===== src/sv/assert_macros.svh =====
// Assertion macros shared by the RTL of the equal-depth histogram table.
// Each macro samples on the rising edge of clk and is disabled while rst_n is low.
`ifndef ASSERT_MACROS_SVH
`define ASSERT_MACROS_SVH

// A condition that holds at every clock edge.
`define ASSERT_ALWAYS(label, expr) \
  label: assert property (@(posedge clk) disable iff (!rst_n) (expr)) \
    else $error("invariant violated");

// A condition that holds in the same cycle as its trigger.
`define ASSERT_IMPLIES(label, ante, cons) \
  label: assert property (@(posedge clk) disable iff (!rst_n) (ante) |-> (cons)) \
    else $error("implication violated");

// A condition that holds in the cycle after its trigger.
`define ASSERT_NEXT(label, ante, cons) \
  label: assert property (@(posedge clk) disable iff (!rst_n) (ante) |=> (cons)) \
    else $error("next-cycle implication violated");

`endif


===== src/sv/edh_pkg.sv =====
// Package of the equal-depth histogram table: widths, codes and shared types.
// Used by edh_bin_ram, edh_quota_div and equal_depth_histogram_table; no dependencies.
package edh_pkg;

  localparam int BIN_DEPTH = 64;
  localparam int BIN_AW    = 6;
  localparam int CNT_W     = 7;
  localparam int VAL_W     = 32;
  localparam int OCC_W     = 32;
  localparam int SUM_W     = 48;
  localparam int DIST_W    = 17;
  localparam int CFG_W     = 17;
  localparam int DIV_CW    = 5;

  localparam logic [DIST_W-1:0] MAX_DISTINCT = 17'd65536;
  localparam logic [CNT_W-1:0]  BIN_LIMIT    = 7'd64;
  localparam logic [SUM_W-1:0]  SUM_MAX      = '1;
  localparam logic [DIV_CW-1:0] DIV_STEPS    = 5'(DIST_W);

  localparam logic CFG_TOTAL = 1'b0;
  localparam logic CFG_BINS  = 1'b1;

  typedef enum logic [1:0] {
    CMD_LOAD  = 2'd0,
    CMD_FIND  = 2'd1,
    CMD_ABOVE = 2'd2,
    CMD_NONE  = 2'd3
  } cmd_t;

  typedef enum logic [1:0] {
    STS_LOADED  = 2'd0,
    STS_IGNORED = 2'd1,
    STS_FOUND   = 2'd2,
    STS_MISSING = 2'd3
  } status_t;

  typedef enum logic [2:0] {
    FSM_IDLE,
    FSM_DIV,
    FSM_LOAD,
    FSM_SRCH,
    FSM_READ
  } fsm_t;

  typedef struct packed {
    logic signed [VAL_W-1:0] low;
    logic signed [VAL_W-1:0] high;
    logic [SUM_W-1:0]        sum;
  } bin_entry_t;

  typedef struct packed {
    logic              we;
    logic [BIN_AW-1:0] waddr;
    bin_entry_t        wdata;
    logic [BIN_AW-1:0] raddr;
  } ram_req_t;

  typedef struct packed {
    status_t                 status;
    logic [BIN_AW-1:0]       bin_id;
    logic signed [VAL_W-1:0] bin_low;
    logic signed [VAL_W-1:0] bin_high;
    logic [SUM_W-1:0]        bin_rows;
    logic [DIST_W-1:0]       bin_distinct;
    logic [SUM_W-1:0]        grand_total;
    logic [CNT_W-1:0]        bins_done;
  } result_t;

endpackage


===== src/sv/edh_quota_div.sv =====
// Restoring divider that splits the distinct count into per-bin quota and remainder.
// Produces one quotient bit per cycle; uses edh_pkg.
module edh_quota_div (
  input  logic                         clk,
  input  logic                         rst_n,
  input  logic                         start,
  input  logic [edh_pkg::DIST_W-1:0]   dividend,
  input  logic [edh_pkg::CNT_W-1:0]    divisor,
  output logic                         done,
  output logic [edh_pkg::DIST_W-1:0]   quotient,
  output logic [edh_pkg::CNT_W-1:0]    remainder
);

  logic [edh_pkg::DIST_W-1:0] quo_r, quo_nxt;
  logic [edh_pkg::CNT_W:0]    rem_r, rem_nxt;
  logic [edh_pkg::CNT_W-1:0]  div_r, div_nxt;
  logic [edh_pkg::DIV_CW-1:0] cnt_r, cnt_nxt;
  logic                       run_r, run_nxt;
  logic                       done_r, done_nxt;
  logic [edh_pkg::CNT_W:0]    trial;
  logic                       fits;

  assign trial = {rem_r[edh_pkg::CNT_W-1:0], quo_r[edh_pkg::DIST_W-1]};
  assign fits  = trial >= {1'b0, div_r};

  always_comb begin
    quo_nxt  = quo_r;
    rem_nxt  = rem_r;
    div_nxt  = div_r;
    cnt_nxt  = cnt_r;
    run_nxt  = run_r;
    done_nxt = 1'b0;
    if (start) begin
      quo_nxt = dividend;
      rem_nxt = '0;
      div_nxt = divisor;
      cnt_nxt = edh_pkg::DIV_STEPS;
      run_nxt = 1'b1;
    end else if (run_r) begin
      rem_nxt = fits ? (trial - {1'b0, div_r}) : trial;
      quo_nxt = {quo_r[edh_pkg::DIST_W-2:0], fits};
      cnt_nxt = cnt_r - 1'b1;
      if (cnt_r == edh_pkg::DIV_CW'(1)) begin
        run_nxt  = 1'b0;
        done_nxt = 1'b1;
      end
    end
  end

  always_ff @(posedge clk) begin
    if (!rst_n) begin
      cnt_r  <= '0;
      run_r  <= 1'b0;
      done_r <= 1'b0;
    end else begin
      cnt_r  <= cnt_nxt;
      run_r  <= run_nxt;
      done_r <= done_nxt;
    end
    quo_r <= quo_nxt;
    rem_r <= rem_nxt;
    div_r <= div_nxt;
  end

  assign done      = done_r;
  assign quotient  = quo_r;
  assign remainder = rem_r[edh_pkg::CNT_W-1:0];

endmodule


===== config.mk =====
export PLATFORM = sky130hd
export DESIGN_NAME = edh_quota_div
export DESIGN_NICKNAME = d
export VERILOG_FILES = /design/src/sv/assert_macros.svh /design/src/sv/edh_pkg.sv /design/src/sv/edh_quota_div.sv
export SDC_FILE = /design/constraint.sdc
export NUM_CORES = 1
export LEC_CHECK = 0
export BUFFER_PORTS_ARGS = -buffer_cell sky130_fd_sc_hd__buf_2
export CAP_MARGIN = 20
export CORE_ASPECT_RATIO = 1.5
export CORE_MARGIN = 1
export CORE_UTILIZATION = 35
export CTS_CLUSTER_DIAMETER = 30
export DETAILED_ROUTE_END_ITERATION = 10
export RECOVER_POWER = 50
export SETUP_SLACK_MARGIN = 0.2
export SLEW_MARGIN = 40
export SYNTH_ARGS = -nofsm -noshare
export SYNTH_HDL_FRONTEND = slang
export SYNTH_SLANG_ARGS = --single-unit

===== constraint.sdc =====
create_clock -name clk -period 3.1 [get_ports clk]
set_input_delay 0.465 -clock clk [delete_from_list [all_inputs] [get_ports clk]]
set_output_delay 0.465 -clock clk [all_outputs]
set_load 0.02 [all_outputs]

# == After elaboration in Yosys (flattened, before gate mapping) ==
# Index checks and enable logic that the tools add are counted.
# Widths: inputs -> output; s select.
# word_totals
reg_bits,38
inputBits,27
output_inout_bits,25
wordCells,25
# op_classes
addsub,2
order_cmp,1
eq_ne,1
muxes,9
bitwise_logic,2
n_reduce_logical,3
# ops
cell,count
$mux 17,2
$mux 5,2
$ge 8x7->1,1
$mux 7,1
$sub 7x7->7,1
$eq 5x1->1 const B,1
$sub 5x1->5 const B,1
$mux 1,4
$reduce_or 3->1,1
$not 1->1,2
$reduce_bool 2->1,1
$reduce_or 2->1,1

# == Longest topological paths before layout ==
# depth
ltp_word,4
mapped_depth,9

# == Worst setup path before layout ==
# OpenSTA, ideal clock, no wires.
# synth_path
path_kind,flip-flop to flip-flop
startpoint,"register quo_r, in the netlist quotient[16]"
endpoint,register rem_r[0] (netlist name)
setup_time_ns,0.088
arrival_time_ns,2.243
required_ns,3.012
setup_slack_ns,0.769
path_stages_with_launch,10
period_less_slack_ns,2.331
cell_sequence,edfxtp_1 -> inv_1 -> ha_1 -> fa_1 -> nand2b_1 -> a211o_1 -> buf_6 -> and3_1 -> buf_6 -> a311oi_2
# synth_via
elab_chain_len,2
# synth_rtl
element,line_no,text
start: declaration,edh_quota_div.sv:14,"logic [edh_pkg::DIST_W-1:0] quo_r, quo_nxt;"
start signal: assignment,edh_quota_div.sv:60,quo_r <= quo_nxt;
$sub 7x7->7 / $ge 8x7->1 (equally long branches),"edh_quota_div.sv:40, edh_quota_div.sv:24",
$mux 7 *,edh_quota_div.sv:40,"rem_nxt = fits ? (trial - {1'b0, div_r}) : trial;"
end signal: assignment,edh_quota_div.sv:61,rem_r <= rem_nxt;
end: declaration,edh_quota_div.sv:15,"logic [edh_pkg::CNT_W:0] rem_r, rem_nxt;"
# Every way passes the cells marked *; elsewhere a longest branch is shown, timed or not.
# A chain may end at the register's enable or synchronous reset.

==> flow_summary.ini <==
[status]
status = finished, final reports clean

[floorplanning]
dieHeight_um = 95.8
die_area_mm2 = 0.00618
io_pins = 52
core-area_mm2 = 0.00557
rows = 33
start_util_pct = 36.8
die_width_um = 64.5

[synthesis]
syn_nets = 213
syn_avg_cell_area_um2 = 11.7
yosysTopAreaCellShare_pct = 35.1
synth_most_common_cell = edfxtp_1
ys.flop_type = edfxtp_1
synth_edf_count = 24
synth.distinct_cells = 50
ys_seq_area_share_pct = 48.8
synthesis.area_mm2 = 0.00205
synth_area_leader_cell = edfxtp_1
synth_commonest_cells = 24 x edfxtp_1, 16 x mux2_1, 14 x dfxtp_1
yosysWarnings = 0
syn-instance-count = 176
synth_area_leaders = edfxtp_1 35%, dfxtp_1 14%, mux2_1 8.8%, ha_1 5.5%, inv_1 2.4%
synth_seq_cells = 38
async_flop_share_pct = 0

[clocking]
clock-root-buffer = clkbuf_8
holdBufCountCts = 0
clk_latency_ps = 280
post_cts_buffers = 0
cts_resized = 0
htreeDepth = 2
cts_buffers = 5
cts_sinks = 38
cts_tree = built
clk_path_buf_depth = 2
path_clk_slew_ps = 70

[route]
drc = 0
drt_wl_total_mm = 4.07
drtPass1Iterations = 3
ant_nets = 0
wl_per_cell_um = 13.7
drtIter0Drc = 19
post_drt_via_cell_ratio = 5.06
vias = 1502

[global_route]
antenna_found_initial = 0
overflow = 0
grt_max_degree = 26
grt_pass1_wl_mm = 6.58
grtUsageTotal_pct = 14.2
grt_pass1_vias = 1434

[sta]
min_period_ps = 2450
final.setup_skew_ps = 5.94
final_hold_viol_count = 0
post-route-period-util_pct = 79.1
worst-slew-pin-transition_ps = 1080
fmax_ghz = 0.408
finalSetupTns_ps = 0
rsz0062_at_grt = false
finalMaxSlewViolations = 0
setup_viol = 0
relSlewSlack_pct = 27.7

[worst_setup_path]
worstSetupEndpointType = register
cp.required_ps = 3260
path_depth = 5
crit_path_max_incr_delay_ps = 880
ff2ff_path_depth = 7
rr_startpoint = quotient[16]
critPathTopFamily = buffers and inverters
regToRegEndpoint = rem_r[0]
cp_cell_sequence = clkbuf_1, clkbuf_1, nor2_1, a41oi_1, o31ai_2
critPathKind = in2reg
slowest_stage = clkbuf_1
crit_top_cell = clkbuf_1
cp_num_buf_inv = 2
worstSetupStartpointType = input pin
arrival_ps = 2620
rrSetupSlack_ps = 780
crit_path_max_fanout = 25

[placement]
dpl.hpwl_mm = 3.13
gp_congestion = 0.771
dpl.cell_count = 289
port_buffers = 51

[power_and_ir_drop]
leakage_nw = 0.980
total_power_mw = 1.18
peakVddDrop_v = 0.000282
powerDensity_mw_per_mm2 = 489

[run]
cap_violations = 0

[finish]
final_net_count = 263
final-seq-area_mm2 = 0.00100
final_layout_size_suffix_gt1_share_pct = 23.8
finalNonFillerCells = 297
diodes = 0
fill_cells = 566
multiInputGateArea_um2 = 942
syn_to_final_growth_pct = 17.7

[min_path]
whs_endpoint = div_r[3]
hp-start = divisor[3]
whs_path_depth = 1
min_path_type = in2reg
## report_power, final
part	switching [mW]	internal, mW
clock	0.161	0.156
combinational	0.150	0.100
sequential	0.0264	0.588
## worst register-to-register path, delay by kind of cell (launching register included)
family	cells	cell delay, ps
adder cells (fa/ha/maj)	2	620
flip-flops	1	350
AO/OA/AOI/OAI	2	670
AND/OR/NAND/NOR	2	530
buffers and inverters	1	70
## worst max-delay path by stage
stage                       startpoint        to  slack, ps
after detailed placement  quotient[16]  rem_r[2]        780
after floorplan           quotient[16]  rem_r[0]        770
after CTS                 quotient[16]  rem_r[0]        780
after global placement    quotient[16]  rem_r[0]        850
after global routing             start  rem_r[4]        390
final                            start  rem_r[4]        650
## layer usage
| metal | vias up | part of all wire (%) | track usage [%] |
|---|---|---|---|
| li1 | 750 | - | - |
| met3 | 5 | 4.7 | 3.44 |
| met5 | - | 0 | 0 |
| met2 | 43 | 51 | 26.1 |
| met1 | 704 | 43 | 15.9 |
| met4 | 0 | 1.5 | 5.00 |
## final cells by class
class	count	share of cell area [%]
clock inverters	2	0.414
flip-flops and latches	38	41.4
well taps	70	3.63
multi-input cells	114	39.0
clock buffers	6	3.00
repair buffers	53	10.4
inverters	14	2.18
## cell families after synthesis
logic type	count (synthesis)	share of synthesized area (%)
fa+ha+maj	10	6.46
simple gates	47	13.0
flops	38	48.8
xor+xnor	7	2.99
compound gates	33	14.1
mux	17	9.26
buf+inv	24	5.36
## metrics by stage
step | area (µm²) | hold WS, ps | setup WS [ps] | util [%]
after floorplan | 2050 | 469 | 769 | -
after global placement | 2350 | 484 | 854 | 42.2
after detailed placement | 2350 | 507 | 779 | 42.2
after CTS | 2440 | 347 | 780 | 43.7
after global routing | 2420 | 339 | 391 | 43.3
final | 2420 | 357 | 647 | 43.3
## sequential cells by signal, indices dropped and copies added (netlist names)
| signal | flops |
|---|---|
| run_r | 1 |
| div_r | 7 |
| rem_r | 7 |
| cnt_r | 5 |
| quotient | 17 |
| done | 1 |
## cells in the final DEF, fill, tap and decap left out, types with 2 or more instances in the layout
cell,synthesis,layout
a211oi_1,3,3
a21o_1,2,2
a311oi_1,2,2
a311oi_2,2,2
a41oi_1,4,4
buf_2,1,38
clkbuf_1,5,15
clkbuf_8,0,5
clkinv_2,0,2
dfxtp_1,14,14
edfxtp_1,24,24
ha_1,9,9
inv_1,13,13
mux2_1,16,16
nand2_1,7,7
nand2b_1,3,3
nand3b_1,2,2
nand4_1,2,2
nor2_1,11,11
nor2b_1,4,4
nor3_1,3,3
nor3b_1,5,5
o21a_1,3,3
o21ai_1,2,2
o21bai_1,2,2
o31ai_2,2,2
or2_1,3,2
or4b_1,2,2
xnor2_1,2,2
xor2_1,5,5
Note: power is estimated with default switching activity, not from simulation.
